`config.mk`:
```
export PLATFORM = sky130hd
export DESIGN_NAME = riscv_constant_load_expander_top
export DESIGN_NICKNAME = d
export VERILOG_FILES = /design/src/rtl/rcle_pkg.sv /design/src/rtl/rcle_front.sv /design/src/rtl/rcle_queue.sv /design/src/rtl/rcle_back.sv /design/src/rtl/riscv_constant_load_expander_top.sv
export SDC_FILE = /design/constraint.sdc
export NUM_CORES = 1
export LEC_CHECK = 0
export ABC_AREA = 1
export BUFFER_PORTS_ARGS = -buffer_cell sky130_fd_sc_hd__buf_4
export CAP_MARGIN = 20
export CELL_PAD_IN_SITES_DETAIL_PLACEMENT = 0
export CELL_PAD_IN_SITES_GLOBAL_PLACEMENT = 1
export CORE_UTILIZATION = 49
export CTS_CLUSTER_SIZE = 30
export DETAILED_ROUTE_END_ITERATION = 10
export GPL_TIMING_DRIVEN = 1
export PLACE_DENSITY = 0.91
export SLEW_MARGIN = 20
export SYNTH_ARGS = -nofsm -noshare
export SYNTH_HDL_FRONTEND = slang
export SYNTH_SLANG_ARGS = --single-unit
```
`constraint.sdc`:
```
create_clock -name clk -period 13.75 [get_ports clk]
set_input_delay 2.75 -clock clk [delete_from_list [all_inputs] [get_ports clk]]
set_output_delay 2.75 -clock clk [all_outputs]
set_load 0.1 [all_outputs]
```
`src/rtl/rcle_pkg.sv`:
```
// ----------------------------------------------------------------------------
// RV64 constant-load expander: shared package
// Item types, opcode constants, slot layout and instruction encoders used by
// the front, the queue and the back of the expander.
// ----------------------------------------------------------------------------
`default_nettype none

package rcle_pkg;

  // Base encodings of the three instructions the expander emits.
  localparam logic [31:0] OPC_LUI  = 32'h0000_0037;
  localparam logic [31:0] OPC_ADDI = 32'h0000_0013;
  localparam logic [31:0] OPC_SLLI = 32'h0000_1013;

  // Rounding bias applied before taking the upper 20 bits for lui.
  localparam logic [11:0] HALF_ROUND = 12'h800;

  // Shift amounts of the low-half pieces (11, 11 and 10 bits wide).
  localparam logic [5:0] SH_PIECE_HI  = 6'd11;
  localparam logic [5:0] SH_PIECE_MID = 6'd11;
  localparam logic [5:0] SH_PIECE_LO  = 6'd10;
  localparam logic [5:0] SH_TWO_HI    = 6'd22;
  localparam logic [5:0] SH_FULL      = 6'd32;

  // Fixed candidate positions of the instruction sequence, in emission order.
  localparam int NUM_SLOTS = 9;
  localparam int SLOT_LUI     = 0;
  localparam int SLOT_ADDI_HI = 1;
  localparam int SLOT_SLLI_0  = 2;
  localparam int SLOT_ADDI_0  = 3;
  localparam int SLOT_SLLI_1  = 4;
  localparam int SLOT_ADDI_1  = 5;
  localparam int SLOT_SLLI_2  = 6;
  localparam int SLOT_ADDI_2  = 7;
  localparam int SLOT_FLUSH   = 8;

  // Input item: constant and destination register.
  typedef struct packed {
    logic [63:0] value;
    logic [4:0]  dest_reg;
  } in_item_t;

  // Result item: one encoded instruction word.
  typedef struct packed {
    logic [31:0] insn_word;
    logic        last;
  } out_item_t;

  // Classified item: every candidate word plus the mask of words to emit.
  typedef struct packed {
    logic [NUM_SLOTS-1:0][31:0] words;
    logic [NUM_SLOTS-1:0]       mask;
  } desc_t;

  function automatic logic [31:0] enc_lui(input logic [4:0] rd, input logic [19:0] hi);
    enc_lui = OPC_LUI | {hi, 12'd0} | {20'd0, rd, 7'd0};
  endfunction

  function automatic logic [31:0] enc_addi(input logic [4:0] rd, input logic [4:0] rs1,
                                           input logic [11:0] imm);
    enc_addi = OPC_ADDI | {imm, 20'd0} | {12'd0, rs1, 15'd0} | {20'd0, rd, 7'd0};
  endfunction

  function automatic logic [31:0] enc_slli(input logic [4:0] rd, input logic [5:0] sh);
    enc_slli = OPC_SLLI | {6'd0, sh, 20'd0} | {12'd0, rd, 15'd0} | {20'd0, rd, 7'd0};
  endfunction

endpackage

`default_nettype wire

```
`src/rtl/rcle_front.sv`:
```
// ----------------------------------------------------------------------------
// RV64 constant-load expander: front end
// Classifies each accepted constant as short or long path and encodes every
// candidate instruction word together with the mask of words to emit.
// ----------------------------------------------------------------------------
`default_nettype none

module rcle_front (
  input  var rcle_pkg::in_item_t in_item,
  output var rcle_pkg::desc_t    desc
);

  logic [63:0] biased;
  logic [31:0] upper_biased;
  logic        short_path;
  logic [19:0] hi;
  logic [11:0] lo;
  logic        has_hi;
  logic [4:0]  rd;
  logic [4:0]  rs1_hi;
  logic [31:0] low_half;
  logic        p0;
  logic        p1;
  logic        p2;
  logic [5:0]  sh1;
  logic [5:0]  sh2;

  // Path choice: the short form is only correct when value+0x800 stays below 2^31.
  assign biased       = in_item.value + {52'd0, rcle_pkg::HALF_ROUND};
  assign upper_biased = in_item.value[63:32] + {20'd0, rcle_pkg::HALF_ROUND};
  assign short_path   = (biased[63:31] == 33'd0);

  // Upper/lower split for the lui/addi pair of either path.
  assign hi     = short_path ? biased[31:12] : upper_biased[31:12];
  assign lo     = short_path ? in_item.value[11:0] : in_item.value[43:32];
  assign has_hi = (hi != 20'd0);
  assign rd     = in_item.dest_reg;
  assign rs1_hi = has_hi ? rd : 5'd0;

  // Piece presence of the low half; a missing piece carries its shift forward.
  assign low_half = in_item.value[31:0];
  assign p0       = (low_half[31:21] != 11'd0);
  assign p1       = (low_half[31:10] != 22'd0);
  assign p2       = (low_half != 32'd0);
  assign sh1      = p0 ? rcle_pkg::SH_PIECE_MID : rcle_pkg::SH_TWO_HI;
  assign sh2      = p1 ? rcle_pkg::SH_PIECE_LO : rcle_pkg::SH_FULL;

  // Candidate words and emission mask.
  always_comb begin
    desc = '0;
    desc.words[rcle_pkg::SLOT_LUI]     = rcle_pkg::enc_lui(rd, hi);
    desc.words[rcle_pkg::SLOT_ADDI_HI] = rcle_pkg::enc_addi(rd, rs1_hi, lo);
    desc.words[rcle_pkg::SLOT_SLLI_0]  = rcle_pkg::enc_slli(rd, rcle_pkg::SH_PIECE_HI);
    desc.words[rcle_pkg::SLOT_ADDI_0]  = rcle_pkg::enc_addi(rd, rd, {1'b0, low_half[31:21]});
    desc.words[rcle_pkg::SLOT_SLLI_1]  = rcle_pkg::enc_slli(rd, sh1);
    desc.words[rcle_pkg::SLOT_ADDI_1]  = rcle_pkg::enc_addi(rd, rd, {1'b0, low_half[20:10]});
    desc.words[rcle_pkg::SLOT_SLLI_2]  = rcle_pkg::enc_slli(rd, sh2);
    desc.words[rcle_pkg::SLOT_ADDI_2]  = rcle_pkg::enc_addi(rd, rd, {2'b0, low_half[9:0]});
    desc.words[rcle_pkg::SLOT_FLUSH]   = rcle_pkg::enc_slli(rd, rcle_pkg::SH_FULL);

    desc.mask[rcle_pkg::SLOT_LUI]     = has_hi;
    desc.mask[rcle_pkg::SLOT_ADDI_HI] = !has_hi || (lo != 12'd0);
    desc.mask[rcle_pkg::SLOT_SLLI_0]  = !short_path && p0;
    desc.mask[rcle_pkg::SLOT_ADDI_0]  = !short_path && p0;
    desc.mask[rcle_pkg::SLOT_SLLI_1]  = !short_path && p1;
    desc.mask[rcle_pkg::SLOT_ADDI_1]  = !short_path && p1;
    desc.mask[rcle_pkg::SLOT_SLLI_2]  = !short_path && p2;
    desc.mask[rcle_pkg::SLOT_ADDI_2]  = !short_path && p2;
    desc.mask[rcle_pkg::SLOT_FLUSH]   = !short_path && !p2;
  end

endmodule

`default_nettype wire

```
`src/rtl/rcle_queue.sv`:
```
// ----------------------------------------------------------------------------
// RV64 constant-load expander: descriptor queue
// Short first-in first-out queue of classified items between front and back.
// ----------------------------------------------------------------------------
`default_nettype none

module rcle_queue #(
  parameter int DEPTH = 2
) (
  input  var logic            clk,
  input  var logic            rst_n,
  input  var logic            push_valid,
  output var logic            push_ready,
  input  var rcle_pkg::desc_t push_desc,
  output var logic            head_valid,
  output var rcle_pkg::desc_t head_desc,
  input  var logic            pop
);

  localparam int PTR_W = (DEPTH > 1) ? $clog2(DEPTH) : 1;
  localparam int CNT_W = $clog2(DEPTH + 1);
  localparam logic [PTR_W-1:0] LAST_PTR = PTR_W'(DEPTH - 1);
  localparam logic [CNT_W-1:0] FULL_CNT = CNT_W'(DEPTH);

  rcle_pkg::desc_t  entry_r [DEPTH];
  logic [PTR_W-1:0] wr_ptr_r;
  logic [PTR_W-1:0] wr_ptr_nxt;
  logic [PTR_W-1:0] rd_ptr_r;
  logic [PTR_W-1:0] rd_ptr_nxt;
  logic [CNT_W-1:0] count_r;
  logic [CNT_W-1:0] count_nxt;
  logic             do_push;
  logic             do_pop;

  assign push_ready = (count_r != FULL_CNT);
  assign head_valid = (count_r != '0);
  assign head_desc  = entry_r[rd_ptr_r];
  assign do_push    = push_valid && push_ready;
  assign do_pop     = pop && head_valid;

  // Pointer and fill-count update.
  always_comb begin
    wr_ptr_nxt = wr_ptr_r;
    rd_ptr_nxt = rd_ptr_r;
    count_nxt  = count_r;
    if (do_push) begin
      wr_ptr_nxt = (wr_ptr_r == LAST_PTR) ? '0 : wr_ptr_r + 1'b1;
    end
    if (do_pop) begin
      rd_ptr_nxt = (rd_ptr_r == LAST_PTR) ? '0 : rd_ptr_r + 1'b1;
    end
    if (do_push && !do_pop) begin
      count_nxt = count_r + 1'b1;
    end else if (do_pop && !do_push) begin
      count_nxt = count_r - 1'b1;
    end
  end

  always_ff @(posedge clk) begin
    if (!rst_n) begin
      wr_ptr_r <= '0;
      rd_ptr_r <= '0;
      count_r  <= '0;
    end else begin
      wr_ptr_r <= wr_ptr_nxt;
      rd_ptr_r <= rd_ptr_nxt;
      count_r  <= count_nxt;
    end
  end

  // Entry storage; payload needs no reset.
  always_ff @(posedge clk) begin
    if (do_push) begin
      entry_r[wr_ptr_r] <= push_desc;
    end
  end

endmodule

`default_nettype wire

```
`src/rtl/rcle_back.sv`:
```
// ----------------------------------------------------------------------------
// RV64 constant-load expander: back end
// Walks the emission mask of the head item into the output register, one
// instruction word per cycle unless stalled, and retires the item with its last word.
// ----------------------------------------------------------------------------
`default_nettype none

module rcle_back (
  input  var logic                clk,
  input  var logic                rst_n,
  input  var logic                head_valid,
  input  var rcle_pkg::desc_t     head_desc,
  output var logic                pop,
  output var logic                out_valid,
  input  var logic                out_ready,
  output var rcle_pkg::out_item_t out_item
);

  logic [rcle_pkg::NUM_SLOTS-1:0] sent_r;
  logic [rcle_pkg::NUM_SLOTS-1:0] sent_nxt;
  logic [rcle_pkg::NUM_SLOTS-1:0] remaining;
  logic [rcle_pkg::NUM_SLOTS-1:0] pick;
  logic [31:0]                    pick_word;
  logic                           pick_last;
  logic                           load;
  logic                           out_valid_r;
  logic                           out_valid_nxt;
  rcle_pkg::out_item_t            out_item_r;

  // Lowest slot still to be sent for the head item.
  assign remaining = head_desc.mask & ~sent_r;
  assign pick      = remaining & (~remaining + 1'b1);
  assign pick_last = ((remaining & ~pick) == '0);

  always_comb begin
    pick_word = '0;
    for (int i = 0; i < rcle_pkg::NUM_SLOTS; i++) begin
      pick_word = pick_word | (head_desc.words[i] & {32{pick[i]}});
    end
  end

  // Output register loads when a head item waits and the register is empty or being drained.
  assign load = head_valid && (!out_valid_r || out_ready);
  assign pop  = load && pick_last;

  always_comb begin
    sent_nxt      = sent_r;
    out_valid_nxt = out_valid_r;
    if (load) begin
      sent_nxt      = pick_last ? '0 : (sent_r | pick);
      out_valid_nxt = 1'b1;
    end else if (out_ready) begin
      out_valid_nxt = 1'b0;
    end
  end

  always_ff @(posedge clk) begin
    if (!rst_n) begin
      sent_r      <= '0;
      out_valid_r <= 1'b0;
    end else begin
      sent_r      <= sent_nxt;
      out_valid_r <= out_valid_nxt;
    end
  end

  always_ff @(posedge clk) begin
    if (load) begin
      out_item_r.insn_word <= pick_word;
      out_item_r.last      <= pick_last;
    end
  end

  assign out_valid = out_valid_r;
  assign out_item  = out_item_r;

endmodule

`default_nettype wire

```
`src/rtl/riscv_constant_load_expander_top.sv`:
```
// ----------------------------------------------------------------------------
// RV64 constant-load expander: top level
// Turns a 64-bit constant and a destination register into the RV64
// lui/addi/slli instruction sequence that loads it.
// ----------------------------------------------------------------------------
// Each input item produces one to eight instruction words, one per result
// item, with last set on the final word (1 or 2 on the short path, 2 to 8
// on the long path). The result port delivers one word per cycle while
// out_ready is high, and the words of the next item follow without a gap
// when that item is already in the queue. An accepted item is first written
// into the queue and its first word is then loaded from the queue head into
// the output register. A queue of QUEUE_DEPTH classified items sits between
// the classifying front end and the word sequencer, so input items keep
// being taken while earlier words are still waiting to be read.
`default_nettype none

module riscv_constant_load_expander_top #(
  parameter int QUEUE_DEPTH = 2
) (
  input  var logic                clk,
  input  var logic                rst_n,
  input  var logic                in_valid,
  output var logic                in_ready,
  input  var rcle_pkg::in_item_t  in_item,
  output var logic                out_valid,
  input  var logic                out_ready,
  output var rcle_pkg::out_item_t out_item
);

  rcle_pkg::desc_t front_desc;
  rcle_pkg::desc_t head_desc;
  logic            head_valid;
  logic            pop;

  // Classification and encoding of the incoming item.
  rcle_front u_front (
    .in_item (in_item),
    .desc    (front_desc)
  );

  // Decoupling queue between front and back.
  rcle_queue #(
    .DEPTH (QUEUE_DEPTH)
  ) u_queue (
    .clk        (clk),
    .rst_n      (rst_n),
    .push_valid (in_valid),
    .push_ready (in_ready),
    .push_desc  (front_desc),
    .head_valid (head_valid),
    .head_desc  (head_desc),
    .pop        (pop)
  );

  // Word sequencer and output register.
  rcle_back u_back (
    .clk        (clk),
    .rst_n      (rst_n),
    .head_valid (head_valid),
    .head_desc  (head_desc),
    .pop        (pop),
    .out_valid  (out_valid),
    .out_ready  (out_ready),
    .out_item   (out_item)
  );

endmodule

`default_nettype wire

```
==> After elaboration in Yosys (flattened, before gate mapping) <==
Memory sizes are Yosys's and may differ from the RTL's. A register that Yosys moved wholly into a read port is not among the register bits.
Cells that the tools add are included.
{ "totals": {"input_bits": 73, "mem_count": 1, "register_bits": 47, "mem_bits_rw": 566, "out_inout_bits": 35} }
{ "memory_table": {"columns": ["name", "depth", "word_bits", "read_ports", "rd_ports_with_merged_regs", "write_ports", "line", "source"], "rows": [
  ["u_queue.entry_r", 2, 283, 1, 1, 1, "rcle_queue.sv:25", "rcle_pkg::desc_t entry_r [DEPTH];"]
]} }
{ "op_classes": {"n_addsub": 7, "muxes": 16, "bitwise_logic": 39, "n_eq_ne": 1, "n_reduce_logical": 28} }
{ "ops": {"columns": ["operator", "n"], "rows": [
  ["$and 32x32->32", 9],
  ["$or 32x32->32", 8],
  ["$or 32x12->32", 7],
  ["$add 64x12->64 const B", 1],
  ["$or 31x20->31", 2],
  ["$or 26x20->26", 2],
  ["$logic_not 33->1", 1],
  ["$add 32x12->32 const B", 1],
  ["$or 32x20->32", 1],
  ["$reduce_bool 32->1", 1],
  ["$or 30x20->30", 1],
  ["$and 9x9->9", 3],
  ["$not 9->9", 3],
  ["$or 26x12->26", 1],
  ["$or 24x12->24", 1],
  ["$reduce_bool 22->1", 1],
  ["$mux 20", 1],
  ["$reduce_bool 20->1", 1],
  ["$mux 12", 1],
  ["$reduce_bool 12->1", 1],
  ["$reduce_bool 11->1", 1],
  ["$logic_and 1x1->1", 10],
  ["$mux 5", 2],
  ["$add 9x1->9 const B", 1],
  ["other kinds (13)", 30]
]} }

==> Depth between registers and ports, before layout <==
Gate-level depths: netlist of run 1.
{ "depth": {"depth_word": 14, "mapped_depth": 24, "ltp_nobuf": 23} }

==> Hierarchy <==
From an unflattened synthesis of run 1, not the netlist that was laid out.
{ "hier_totals": {"hier_cells": 2518, "hier_area_um2": 31311.3} }
{ "by_module_without_submodules": {"columns": ["mod", "instances", "area_each_um2", "seq_area_each_um2", "cells_per_inst"], "rows": [
  ["rcle_queue", 1, 22619.2, 17937.2, 961],
  ["rcle_front", 1, 4847.1, 0.0, 891],
  ["rcle_back", 1, 3844.9, 1191.1, 666]
]} }

==> Least setup slack after synthesis of run 1 <==
Ideal clock, no wire load.
{ "synth_timing": {"path_type": "input port to flip-flop", "start": "input in_valid", "end": "memory u_queue.entry_r[1][0] (netlist name) (enable)", "required_ps": 13221, "setup_time_ps": 529, "path_buffers": 0, "path_slack_ps": 6808, "path_stages": 2, "arrival_ps": 6414, "cell_sequence": "nand2_1 > nor2_1"} }
{ "synth_between": {"elab_chain_cells": 3} }
{ "synth_lines": {"columns": ["item", "line", "source"], "rows": [
  ["start: declaration", "riscv_constant_load_expander_top.sv:22", "input var logic in_valid,"],
  ["$logic_and 1x1->1", "rcle_queue.sv:38", "assign do_push = push_valid && push_ready;"],
  ["$mux 1", "rcle_queue.sv:73", "if (do_push) begin"],
  ["$mux 1 (implied by the code)", "rcle_queue.sv:74", "entry_r[wr_ptr_r] <= push_desc;"],
  ["end: declaration", "rcle_queue.sv:25", null]
]} }
No other way between the ends.

==> results_tabular.tex, run 1 <==
\begin{tabular}{lr}
\hline
Metric & Value \\
\hline
\multicolumn{2}{l}{\textbf{Clock network}} \\
Post-CTS setup-driven buffer insertion count & 0 \\
Clock-pin slew on the worst setup and hold paths & 0.06 ns \\
Worst-case clock buffer depth & 3 \\
Clock Root Buffer & sky130\_fd\_sc\_hd\_\_clkbuf\_16 \\
Number of gates resized after cts & 0 \\
Clock tree from TritonCTS & yes \\
Worst-skew pair later-pin latency & 0.51 ns \\
Number of buffers added by the clock tree synthesis step & 22 \\
Number of H-tree branching levels & 1 \\
Number of buffers added to fix hold violations after cts & 0 \\
Clk sinks & 211 \\
\multicolumn{2}{l}{\textbf{Timing}} \\
Setup Viol. Count Final & 0 \\
Total count of hold-check failures in the final report & 0 \\
Share of the clock period used by the worst path & 44.5\% \\
Worst slew margin & 41.7\% \\
Unrepaired setup endpoints after global routing & no \\
Final critical-path required period & 6.12 ns \\
Max Clk Rate & 0.163 GHz \\
Clock skew after layout & 0.0192 ns \\
Transition time at the pin with the least slew margin & 0.868 ns \\
Sum of negative setup slack & 0 ns \\
Pins over their slew limit & 0 \\
\multicolumn{2}{l}{\textbf{Logic synthesis}} \\
Share of Yosys cell area claimed by the top area cell type & 52.1\% \\
Number of warning messages in the yosys log & 0 \\
Synth async-reset ratio & 0\% \\
Top flip-flop cell by instance count after synthesis & sky130\_fd\_sc\_hd\_\_edfxtp\_1 \\
Seq/Total Area, Yosys & 54.8\% \\
Number of register bits inferred by synthesis & 211 \\
Cells taking the most area after synthesis & sky130\_fd\_sc\_hd\_\_edfxtp\_1 (52\%), sky130\_fd\_sc\_hd\_\_nand2\_1 (15\%), sky130\_fd\_sc\_hd\_\_nor2\_1 (5.6\%) \\
Mean Syn Cell Area & 8.58 um\^{}2 \\
Top cell type by total area after synthesis & sky130\_fd\_sc\_hd\_\_edfxtp\_1 \\
Number of instances in the synthesized netlist & 1315 \\
Distinct cells, synth & 42 \\
Number of enable flip-flop cells after synthesis & 196 \\
Syn Std Cell Area & 0.0113 mm\^{}2 \\
\multicolumn{2}{l}{\textbf{Critical path}} \\
Worst path slowest cell & sky130\_fd\_sc\_hd\_\_nand2\_2 \\
Worst setup path class & input port to flip-flop \\
FF-to-FF path depth & 15 \\
Worst Path Arrival & 6.36 ns \\
Cell type with the highest occurrence count on the critical path & sky130\_fd\_sc\_hd\_\_nand2\_1 \\
Number of stages on the worst setup path & 20 \\
Reg2Reg Setup Slack & 8.70 ns \\
CP Cell Sequence & buf\_4, nand2\_1, nor2\_1, nand2\_1, nor2\_1, nand3\_1, nand2\_1, nand3\_1, nor2\_1, nand2\_1, nor2\_4, nand2\_2, inv\_2, nand2\_1, nand2\_1, nand2\_1, nor2\_1, nand2\_1, nor2\_4, nor2\_2 \\
Crit path buf inv count & 2 \\
Critical path's top delay family & simple AND/OR/NAND/NOR gates \\
Highest fanout seen on the critical path & 40 \\
Required time at the worst-slack endpoint & 13.99 ns \\
Type of element launching the critical path & input port \\
Endpoint type of the worst setup path & flip-flop \\
Crit path largest cell delay & 0.54 ns \\
CP Launch Point & in\_item[46] \\
Destination of the critical timing path & u\_queue.entry\_r[1][56]\$\_DFFE\_PP\_ \\
Endpoint of the worst register-to-register path & u\_back.out\_item[20]\$\_DFFE\_PP\_ \\
\multicolumn{2}{l}{\textbf{Power and ir drop}} \\
Power density over the cells & 131 mW/mm\^{}2 \\
Max IR drop VDD & 77.0 uV \\
Leak Pwr & 5.40 nW \\
\multicolumn{2}{l}{\textbf{Finish}} \\
Area Overhead vs Synth & 14.9\% \\
Commonest non-fill, non-tap cell in the layout & sky130\_fd\_sc\_hd\_\_nand2\_1 \\
ANT cells & 0 \\
Final-layout fill cell count & 2054 \\
Ratio of cells with drive above 1 in the final layout & 14.1\% \\
Number of nets in the layout & 1489 \\
Leading cell types in the layout, fill and taps excluded & sky130\_fd\_sc\_hd\_\_nand2\_1 (458), sky130\_fd\_sc\_hd\_\_edfxtp\_1 (196), sky130\_fd\_sc\_hd\_\_nor2\_1 (165), sky130\_fd\_sc\_hd\_\_inv\_1 (135), sky130\_fd\_sc\_hd\_\_buf\_4 (108) \\
Final core area utilization & 57.3\% \\
\multicolumn{2}{l}{\textbf{Die}} \\
Floorplan die height & 154 um \\
Effective utilization at floorplan & 49.9\% \\
Die Outline Area & 0.0236 mm\^{}2 \\
Horizontal die dimension & 154 um \\
Floorplan core area & 0.0226 mm\^{}2 \\
Total number of placement rows & 55 \\
Number of top-level pins & 108 \\
\multicolumn{2}{l}{\textbf{Status}} \\
Outcome & finished clean \\
\multicolumn{2}{l}{\textbf{Place}} \\
DP HPWL & 23700 um \\
\# port buffers & 105 \\
Placer's final routability congestion estimate & 0.963 \\
\multicolumn{2}{l}{\textbf{Routing}} \\
Detail-routed via count per cell & 5.33 \\
First DRT Iteration DRCs & 700 \\
Total via count after detailed routing & 9134 \\
Overall routed net length & 31900 um \\
Antenna violation net count after detailed routing & 0 \\
DR DRC count & 0 \\
Average wire length per cell after detail routing & 18.6 um \\
Number of optimization iterations in the first detailed-route pass & 8 \\
\multicolumn{2}{l}{\textbf{Flow run}} \\
Reported max-cap violation count & 0 \\
\multicolumn{2}{l}{\textbf{Min path}} \\
Path type of the worst min-delay path & flip-flop to flip-flop \\
\multicolumn{2}{l}{\textbf{Global routing}} \\
Vias in the first global route & 8839 \\
Wire length of the first global-routing pass & 48700 um \\
Pin count of the biggest net entering global routing & 86 \\
All-layer global routing usage & 27.4\% \\
Antenna violations before repair & 0 \\
Remaining Overflow, GRT & 0 \\
\hline
\end{tabular}
==> worst min path at each step <==
stage,from,endpoint,depth (start not counted)
after floorplan,u_back.sent_r[6]$_SDFFE_PN0P_,u_back.sent_r[6]$_SDFFE_PN0P_,2
after global placement,u_back.sent_r[6]$_SDFFE_PN0P_,u_back.sent_r[6]$_SDFFE_PN0P_,2
after detailed placement,u_back.sent_r[6]$_SDFFE_PN0P_,u_back.sent_r[6]$_SDFFE_PN0P_,2
after CTS,u_back.sent_r[6]$_SDFFE_PN0P_,u_back.sent_r[6]$_SDFFE_PN0P_,2
after global routing,u_back.sent_r[6]$_SDFFE_PN0P_,u_back.sent_r[6]$_SDFFE_PN0P_,2
final,u_back.sent_r[6]$_SDFFE_PN0P_,u_back.sent_r[6]$_SDFFE_PN0P_,2
==> cells in the mapped netlist (2+ instances only) <==
cell type	count
sky130_fd_sc_hd__a21oi_1	54
sky130_fd_sc_hd__buf_4	6
sky130_fd_sc_hd__buf_6	6
sky130_fd_sc_hd__clkbuf_1	23
sky130_fd_sc_hd__clkinv_1	3
sky130_fd_sc_hd__dfxtp_1	15
sky130_fd_sc_hd__edfxtp_1	196
sky130_fd_sc_hd__ha_1	3
sky130_fd_sc_hd__inv_1	136
sky130_fd_sc_hd__inv_2	5
sky130_fd_sc_hd__mux2i_1	2
sky130_fd_sc_hd__nand2_1	458
sky130_fd_sc_hd__nand2_2	8
sky130_fd_sc_hd__nand2_4	3
sky130_fd_sc_hd__nand3_1	47
sky130_fd_sc_hd__nand3_2	2
sky130_fd_sc_hd__nand3b_1	11
sky130_fd_sc_hd__nand4_1	14
sky130_fd_sc_hd__nor2_1	167
sky130_fd_sc_hd__nor2_2	13
sky130_fd_sc_hd__nor2_4	10
sky130_fd_sc_hd__nor2_8	3
sky130_fd_sc_hd__nor3_1	13
sky130_fd_sc_hd__nor4_1	12
sky130_fd_sc_hd__o2111ai_1	2
sky130_fd_sc_hd__o211ai_1	7
sky130_fd_sc_hd__o21ai_0	16
sky130_fd_sc_hd__o21ai_1	14
sky130_fd_sc_hd__o21ai_2	4
sky130_fd_sc_hd__o311ai_0	9
sky130_fd_sc_hd__or2_2	5
sky130_fd_sc_hd__xnor2_1	4
sky130_fd_sc_hd__xor2_1	35
==> per-stage QoR <==
| stage | cells | cell area [um^2] | power (mW) | hold slack, ns | worst slack (ns) |
|---|---|---|---|---|---|
| 6_report | 1714 | 13000 | 1.70 | 0.450 | 7.63 |
| 5_1_grt | 1714 | 13000 | 1.76 | 0.481 | 7.21 |
| 4_1_cts | 1714 | 13000 | 1.71 | 0.451 | 7.65 |
| 3_5_place_dp | 1674 | 12300 | 1.16 | 0.442 | 7.14 |
| 3_3_place_gp | 1674 | 12300 | 1.15 | 0.437 | 7.19 |
| 2_1_floorplan | 1316 | 11300 | 1.05 | 0.426 | 6.81 |
==> layer usage <==
metal	vias up	track usage, %	share of wire [%]
li1	4476	-	-
met1	4229	36.6	42
met2	365	45.0	47
met3	64	3.86	6.9
met4	0	11.5	3.7
met5	-	0	0
==> layout make-up <==
cell class	instances	area (um^2)	share of cell area, %
inverters	144	541	4.17
flip-flops and latches	211	6190	47.7
clock inverters	6	36.3	0.280
repair buffers	110	833	6.42
clock buffers	34	647	4.99
well taps	285	357	2.75
multi-input cells	924	4370	33.7
==> state kept, by name, summed over array words and instances (netlist names), named ones only <==
signal / flops
u_back.sent_r: 9
u_back.out_valid: 1
u_queue.entry_r: 168
u_queue.wr_ptr_r: 1
u_back.out_item: 28
u_queue.count_r: 2
u_queue.rd_ptr_r: 1
==> kinds of logic (layout without fill, tap and decap cells) <==
kind of cell,after synthesis,in the layout,share of synthesized area [%]
adder cells (fa/ha/maj),3,3,0.333
multiplexers,2,2,0.177
AO/OA/AOI/OAI,109,109,5.56
AND/OR/NAND/NOR,769,769,29.3
XOR/XNOR,39,39,3.03
other,1,2,0.0332
buffers and inverters,181,294,6.73
flip-flops,211,211,54.8
==> tightest hold or removal path: stages, from the launching register on <==
cell	delay [ns]
sky130_fd_sc_hd__dfxtp_1	0.31
sky130_fd_sc_hd__inv_1	0.05
sky130_fd_sc_hd__a21oi_1	0.05
==> report_power, final <==
part	leakage, nW	internal (mW)	switching (mW)	total [mW]
registers	1.94	0.778	0.0146	0.793
clock network	0.334	0.325	0.234	0.559
logic	3.12	0.0763	0.276	0.353
Power figures use the tool's default switching activity.
==> inputs of run 2 (changes only) <==
CORE_UTILIZATION = 41   (was 49)
PLACE_DENSITY = 0.82   (was 0.91)
clock period = 5.5 ns   (was 13.75 ns; I/O delays follow)
==> run 2 against run 1 <==
  * Via count grew 0.45%
  * First-iteration DRC count rose by 14%
  * Worst hold slack improved by 0.0014 ns
  * Flip-flop and latch count did not move
  * Global-route usage down 3.4 points
  * Total power grew to 2.7 times the previous value
==> results_tabular.tex, run 2 (synthesized netlist as in run 1, its figures left out) <==
\begin{tabular}{lr}
\hline
Metric & Value \\
\hline
\multicolumn{2}{l}{\textbf{Finish}} \\
Area Overhead vs Synth & 17.3\% \\
ANT cells & 0 \\
Number of flip-flops in the largest register & 168 \\
Final non-filler cell area & 0.0132 mm\^{}2 \\
Ratio of cells with drive above 1 in the final layout & 14.7\% \\
Leading cell types in the layout, fill and taps excluded & sky130\_fd\_sc\_hd\_\_nand2\_1 (458), sky130\_fd\_sc\_hd\_\_edfxtp\_1 (196), sky130\_fd\_sc\_hd\_\_nor2\_1 (165), sky130\_fd\_sc\_hd\_\_inv\_1 (135), sky130\_fd\_sc\_hd\_\_buf\_4 (116) \\
Number of nets in the layout & 1498 \\
Final core area utilization & 49.1\% \\
Post-route non-filler standard cell count & 1780 \\
Largest Register & u\_queue.entry\_r \\
Commonest non-fill, non-tap cell in the layout & sky130\_fd\_sc\_hd\_\_nand2\_1 \\
\multicolumn{2}{l}{\textbf{Critical path}} \\
Worst setup path class & input port to flip-flop \\
Highest fanout seen on the critical path & 28 \\
Reg2Reg Setup Slack & 1.91 ns \\
FF-to-FF path depth & 16 \\
CP Launch Point & in\_item[17] \\
Required time at the worst-slack endpoint & 5.74 ns \\
Destination of the critical timing path & u\_queue.entry\_r[1][58]\$\_DFFE\_PP\_ \\
Endpoint of the worst register-to-register path & u\_queue.count\_r[1]\$\_SDFFE\_PN0P\_ \\
Endpoint type of the worst setup path & flip-flop \\
Worst Path Arrival & 4.65 ns \\
Type of element launching the critical path & input port \\
\multicolumn{2}{l}{\textbf{Die}} \\
Total number of placement rows & 60 \\
Floorplan core area & 0.0270 mm\^{}2 \\
Effective utilization at floorplan & 41.9\% \\
Floorplan die height & 168 um \\
Horizontal die dimension & 168 um \\
Number of top-level pins & 108 \\
Die Outline Area & 0.0282 mm\^{}2 \\
\multicolumn{2}{l}{\textbf{Timing}} \\
Worst setup margin & 1.09 ns \\
Clock skew after layout & 0.0218 ns \\
Share of the clock period used by the worst path & 80.1\% \\
Pins over their slew limit & 0 \\
Total count of hold-check failures in the final report & 0 \\
Final critical-path required period & 4.41 ns \\
Max Clk Rate & 0.227 GHz \\
Worst slew margin & 38.5\% \\
Setup Viol. Count Final & 0 \\
Unrepaired setup endpoints after global routing & no \\
Sum of negative setup slack & 0 ns \\
Transition time at the pin with the least slew margin & 0.923 ns \\
\multicolumn{2}{l}{\textbf{Place}} \\
Post-Place Worst Slack & 0.612 ns \\
Placer's final routability congestion estimate & 0.958 \\
DP Cell Count & 1737 \\
Placement Cell Area & 0.0124 mm\^{}2 \\
\# port buffers & 105 \\
DP HPWL & 25200 um \\
\multicolumn{2}{l}{\textbf{Clock network}} \\
Number of H-tree branching levels & 1 \\
Clock Root Buffer & sky130\_fd\_sc\_hd\_\_clkbuf\_16 \\
Number of gates resized after cts & 0 \\
Worst-skew pair later-pin latency & 0.51 ns \\
Clk sinks & 211 \\
Number of buffers added by the clock tree synthesis step & 23 \\
Post-CTS setup-driven buffer insertion count & 0 \\
Number of buffers added to fix hold violations after cts & 0 \\
Clock-pin slew on the worst setup and hold paths & 0.06 ns \\
Worst-case clock buffer depth & 3 \\
Clock tree from TritonCTS & yes \\
\multicolumn{2}{l}{\textbf{Power and ir drop}} \\
Max IR drop VDD & 174 uV \\
Leak Pwr & 5.51 nW \\
Power density over the cells & 342 mW/mm\^{}2 \\
\multicolumn{2}{l}{\textbf{Global routing}} \\
Remaining Overflow, GRT & 0 \\
Antenna violations before repair & 0 \\
Pin count of the biggest net entering global routing & 82 \\
Wire length of the first global-routing pass & 50900 um \\
All-layer global routing usage & 24.0\% \\
Vias in the first global route & 8925 \\
\multicolumn{2}{l}{\textbf{Status}} \\
Outcome & finished clean \\
\multicolumn{2}{l}{\textbf{Routing}} \\
DR DRC count & 0 \\
Overall routed net length & 33700 um \\
Number of optimization iterations in the first detailed-route pass & 5 \\
Total via count after detailed routing & 9175 \\
Antenna violation net count after detailed routing & 0 \\
Average wire length per cell after detail routing & 18.9 um \\
Detail-routed via count per cell & 5.15 \\
First DRT Iteration DRCs & 796 \\
\multicolumn{2}{l}{\textbf{Min path}} \\
Path type of the worst min-delay path & flip-flop to flip-flop \\
\multicolumn{2}{l}{\textbf{Flow run}} \\
Reported max-cap violation count & 0 \\
\hline
\end{tabular}
[run 2: power breakdown]
part / switching, mW / total, mW / internal (mW)
Combinational: 0.701 / 0.903 / 0.202
Clock: 0.628 / 1.64 / 1.01
Sequential: 0.0374 / 1.98 / 1.94
[run 2: routing by layer]
layer | routed length [um] | GRT usage [%] | vias up
met1 | 14600 | 32.2 | 4270
met5 | 0 | 0 | -
li1 | - | - | 4500
met2 | 16000 | 40.5 | 351
met3 | 2150 | 2.47 | 54
met4 | 981 | 8.38 | 0
[run 2: worst min path at each step]
stage | start | end | slack, ns | cells past startpoint
global route | u_back.sent_r[5]$_SDFFE_PN0P_ | u_back.sent_r[5]$_SDFFE_PN0P_ | 0.48 | 2
CTS | u_back.sent_r[6]$_SDFFE_PN0P_ | u_back.sent_r[6]$_SDFFE_PN0P_ | 0.45 | 2
global placement | u_back.sent_r[5]$_SDFFE_PN0P_ | u_back.sent_r[5]$_SDFFE_PN0P_ | 0.44 | 2
detailed placement | u_back.sent_r[6]$_SDFFE_PN0P_ | u_back.sent_r[6]$_SDFFE_PN0P_ | 0.44 | 2
floorplan | u_back.sent_r[6]$_SDFFE_PN0P_ | u_back.sent_r[6]$_SDFFE_PN0P_ | 0.43 | 2
finish | u_back.sent_r[6]$_SDFFE_PN0P_ | u_back.sent_r[6]$_SDFFE_PN0P_ | 0.45 | 2
[run 2: final cells by class]
type                            instances  area (um^2)
Timing Repair Buffer                  118          911
Sequential cell                       211         6190
Fill cell                            2576        13700
Inverter                              144          541
Clock inverter                         15          213
Tap cell                              341          427
Clock buffer                           27          591
Multi-Input combinational cell        924         4370
[run 2: worst max-delay path, stage by stage]
cell	delay (ns)
sky130_fd_sc_hd__buf_4	0.14
sky130_fd_sc_hd__ha_1	0.21
sky130_fd_sc_hd__nand2_2	0.11
sky130_fd_sc_hd__nor2_8	0.14
sky130_fd_sc_hd__nand2_2	0.10
sky130_fd_sc_hd__nor2_4	0.24
sky130_fd_sc_hd__nand3_1	0.14
sky130_fd_sc_hd__nand2_1	0.09
sky130_fd_sc_hd__nand2_1	0.05
sky130_fd_sc_hd__inv_1	0.04
sky130_fd_sc_hd__nand2_1	0.07
sky130_fd_sc_hd__nor2_1	0.14
sky130_fd_sc_hd__nand2_1	0.11
sky130_fd_sc_hd__nor2_4	0.35
sky130_fd_sc_hd__nand2_2	0.45
sky130_fd_sc_hd__inv_2	0.31
sky130_fd_sc_hd__nand2_1	0.10
sky130_fd_sc_hd__nand2_1	0.14
sky130_fd_sc_hd__nand2_1	0.07
sky130_fd_sc_hd__nor2_1	0.09
sky130_fd_sc_hd__nand2_1	0.10
sky130_fd_sc_hd__nor2_4	0.26
sky130_fd_sc_hd__nor2_2	0.07
[run 2: stage by stage]
step | power, mW | hold slack (ns)
2_1_floorplan | 2.63 | 0.426
3_5_place_dp | 2.91 | 0.444
4_1_cts | 4.54 | 0.452
6_report | 4.52 | 0.451
5_1_grt | 4.66 | 0.484
3_3_place_gp | 2.90 | 0.440
==> inputs of run 3 (changes only) <==
clock period = 3.73 ns   (was 5.5 ns; I/O delays follow)
==> run 3 against run 2 <==
  * Clock-buffer cell count decreased by 1
  * Critical path depth is 2 lower
  * Total power grew 44%
  * Die area stayed put
  * Largest cell class unchanged
==> results_tabular.tex, run 3 (synthesized netlist as in run 1, its figures left out) <==
\begin{tabular}{lr}
\hline
Metric & Value \\
\hline
\multicolumn{2}{l}{\textbf{Finish}} \\
Area Overhead vs Synth & 20.8\% \\
Final-layout fill cell count & 2544 \\
Leading cell types in the layout, fill and taps excluded & sky130\_fd\_sc\_hd\_\_nand2\_1 (458), sky130\_fd\_sc\_hd\_\_edfxtp\_1 (196), sky130\_fd\_sc\_hd\_\_buf\_4 (176), sky130\_fd\_sc\_hd\_\_nor2\_1 (165), sky130\_fd\_sc\_hd\_\_inv\_1 (135) \\
Number of nets in the layout & 1558 \\
ANT cells & 0 \\
Number of flip-flops in the largest register & 168 \\
Largest Register & u\_queue.entry\_r \\
Post-route non-filler standard cell count & 1837 \\
Commonest non-fill, non-tap cell in the layout & sky130\_fd\_sc\_hd\_\_nand2\_1 \\
Final non-filler cell area & 0.0136 mm\^{}2 \\
Ratio of cells with drive above 1 in the final layout & 18.0\% \\
\multicolumn{2}{l}{\textbf{Die}} \\
Floorplan die height & 168 um \\
Number of top-level pins & 108 \\
Effective utilization at floorplan & 41.9\% \\
Horizontal die dimension & 168 um \\
Die Outline Area & 0.0282 mm\^{}2 \\
Floorplan core area & 0.0270 mm\^{}2 \\
Total number of placement rows & 60 \\
\multicolumn{2}{l}{\textbf{Global routing}} \\
Wire length of the first global-routing pass & 50900 um \\
Pin count of the biggest net entering global routing & 86 \\
Remaining Overflow, GRT & 0 \\
Vias in the first global route & 8883 \\
All-layer global routing usage & 24.2\% \\
Antenna violations before repair & 0 \\
\multicolumn{2}{l}{\textbf{Routing}} \\
First DRT Iteration DRCs & 692 \\
Number of optimization iterations in the first detailed-route pass & 5 \\
Antenna violation net count after detailed routing & 0 \\
DR DRC count & 0 \\
Overall routed net length & 33700 um \\
Detail-routed via count per cell & 5.07 \\
Total via count after detailed routing & 9305 \\
Average wire length per cell after detail routing & 18.3 um \\
\multicolumn{2}{l}{\textbf{Clock network}} \\
Clock tree from TritonCTS & yes \\
Number of gates resized after cts & 0 \\
Worst-skew pair later-pin latency & 0.52 ns \\
Clock Root Buffer & sky130\_fd\_sc\_hd\_\_clkbuf\_16 \\
Number of buffers added by the clock tree synthesis step & 23 \\
Number of H-tree branching levels & 1 \\
Worst-case clock buffer depth & 3 \\
Clk sinks & 211 \\
Clock-pin slew on the worst setup and hold paths & 0.06 ns \\
Post-CTS setup-driven buffer insertion count & 0 \\
Number of buffers added to fix hold violations after cts & 0 \\
\multicolumn{2}{l}{\textbf{Place}} \\
DP HPWL & 25500 um \\
DP Cell Count & 1798 \\
Placer's final routability congestion estimate & 0.963 \\
\# port buffers & 105 \\
Placement Cell Area & 0.0129 mm\^{}2 \\
\multicolumn{2}{l}{\textbf{Status}} \\
Outcome & finished clean \\
\multicolumn{2}{l}{\textbf{Timing}} \\
Total count of hold-check failures in the final report & 0 \\
Transition time at the pin with the least slew margin & 0.735 ns \\
Final critical-path required period & 3.30 ns \\
Pins over their slew limit & 0 \\
Worst slew margin & 50.5\% \\
Unrepaired setup endpoints after global routing & no \\
Clock skew after layout & 0.0168 ns \\
Share of the clock period used by the worst path & 88.5\% \\
Setup Viol. Count Final & 0 \\
Max Clk Rate & 0.303 GHz \\
\multicolumn{2}{l}{\textbf{Power and ir drop}} \\
Part of the total power dissipated in sequential elements & 44.8\% \\
Leak Pwr & 5.77 nW \\
Sw Pwr & 1.99 mW \\
Part of the power in combinational logic & 20.8\% \\
Power share of the clock group & 34.4\% \\
Internal power summed over all cells & 4.53 mW \\
Sw Ratio & 30.5\% \\
Post-layout total power & 6.52 mW \\
Power density over the cells & 479 mW/mm\^{}2 \\
Max IR drop VDD & 293 uV \\
\multicolumn{2}{l}{\textbf{Flow run}} \\
Reported max-cap violation count & 0 \\
\multicolumn{2}{l}{\textbf{Critical path}} \\
Worst Path Arrival & 3.56 ns \\
Type of element launching the critical path & input port \\
Worst setup path class & input port to flip-flop \\
Highest fanout seen on the critical path & 15 \\
Required time at the worst-slack endpoint & 3.99 ns \\
Endpoint type of the worst setup path & flip-flop \\
\multicolumn{2}{l}{\textbf{Min path}} \\
Path type of the worst min-delay path & input port to flip-flop \\
\hline
\end{tabular}
==> run 3: stage by stage <==
| stage | util, % | setup TNS (ns) | worst slack, ns | hold WS, ns |
|---|---|---|---|---|
| final | 50.6 | 0 | 0.428 | 0.428 |
| after CTS | 50.6 | 0 | 0.449 | 0.413 |
| after detailed placement | 47.8 | -0.728 | -0.0693 | 0.446 |
| after global placement | 47.8 | -0.331 | -0.0312 | 0.439 |
| after global routing | 50.6 | 0 | 0.138 | 0.413 |
| after floorplan | - | -41.38 | -0.255 | 0.426 |
==> run 3: final cells by class <==
cell class                 count  area (um^2)  area share [%]
clock inverter                13          156            1.15
sequential                   211         6190            45.4
timing repair buffer         178         1360            9.99
inverter                     144          541            3.97
multi-input combinational    924         4370            32.1
tap                          341          427            3.13
clock buffer                  26          587            4.30
==> run 3: power by group through the flow <==
stage / registers, mW / logic, mW / clock network, mW
final: 2.92 / 1.36 / 2.25
after detailed placement: 2.97 / 1.36 / 0
after floorplan: 3.44 / 0.426 / 0
after global placement: 2.96 / 1.35 / 0
after CTS: 2.92 / 1.36 / 2.28
after global routing: 2.94 / 1.44 / 2.37
==> run 3: routing by layer <==
layer	wire, um	up-vias	global-route usage [%]	share of wire [%]
met5	0	-	0	0
met4	1300	0	9.57	3.9
met3	2070	70	3.27	6.1
met2	15700	309	39.9	47
met1	14600	4312	32.2	43
li1	-	4614	-	-
==> run 3: critical path, cell delays in order <==
cell                       delay [ns]
sky130_fd_sc_hd__buf_4           0.16
sky130_fd_sc_hd__nand2_1         0.12
sky130_fd_sc_hd__nor2_1          0.16
sky130_fd_sc_hd__nand2_1         0.15
sky130_fd_sc_hd__nor2_1          0.18
sky130_fd_sc_hd__nand2_1         0.11
sky130_fd_sc_hd__nor2_1          0.23
sky130_fd_sc_hd__nand3b_1        0.18
sky130_fd_sc_hd__nand2_1         0.11
sky130_fd_sc_hd__nor2_1          0.04
sky130_fd_sc_hd__nand2_1         0.09
sky130_fd_sc_hd__nor2_4          0.05
sky130_fd_sc_hd__nand2_2         0.26
sky130_fd_sc_hd__buf_4           0.23
sky130_fd_sc_hd__nand2_1         0.07
sky130_fd_sc_hd__nand2_1         0.11
sky130_fd_sc_hd__nand2_1         0.07
sky130_fd_sc_hd__nor2_1          0.08
sky130_fd_sc_hd__nand3_1         0.11
sky130_fd_sc_hd__nor2_4          0.26
sky130_fd_sc_hd__nor2_2          0.06
==> run 3: path summary, 6_finish.rpt <==
| kind | startpoint | to | slack, ns | cells past startpoint |
|---|---|---|---|---|
| worst max-delay path | in_item[34] | u_queue.entry_r[1][58]$_DFFE_PP_ | 0.43 | 21 |
| worst min-delay path | in_item[4] | u_queue.entry_r[1][268]$_DFFE_PP_ | 0.43 | 1 |
| worst min register to register | u_back.sent_r[5]$_SDFFE_PN0P_ | u_back.sent_r[5]$_SDFFE_PN0P_ | 0.46 | 2 |
| worst max register to register | flip-flop | u_queue.count_r[1]$_SDFFE_PN0P_ | 0.51 | 20 |
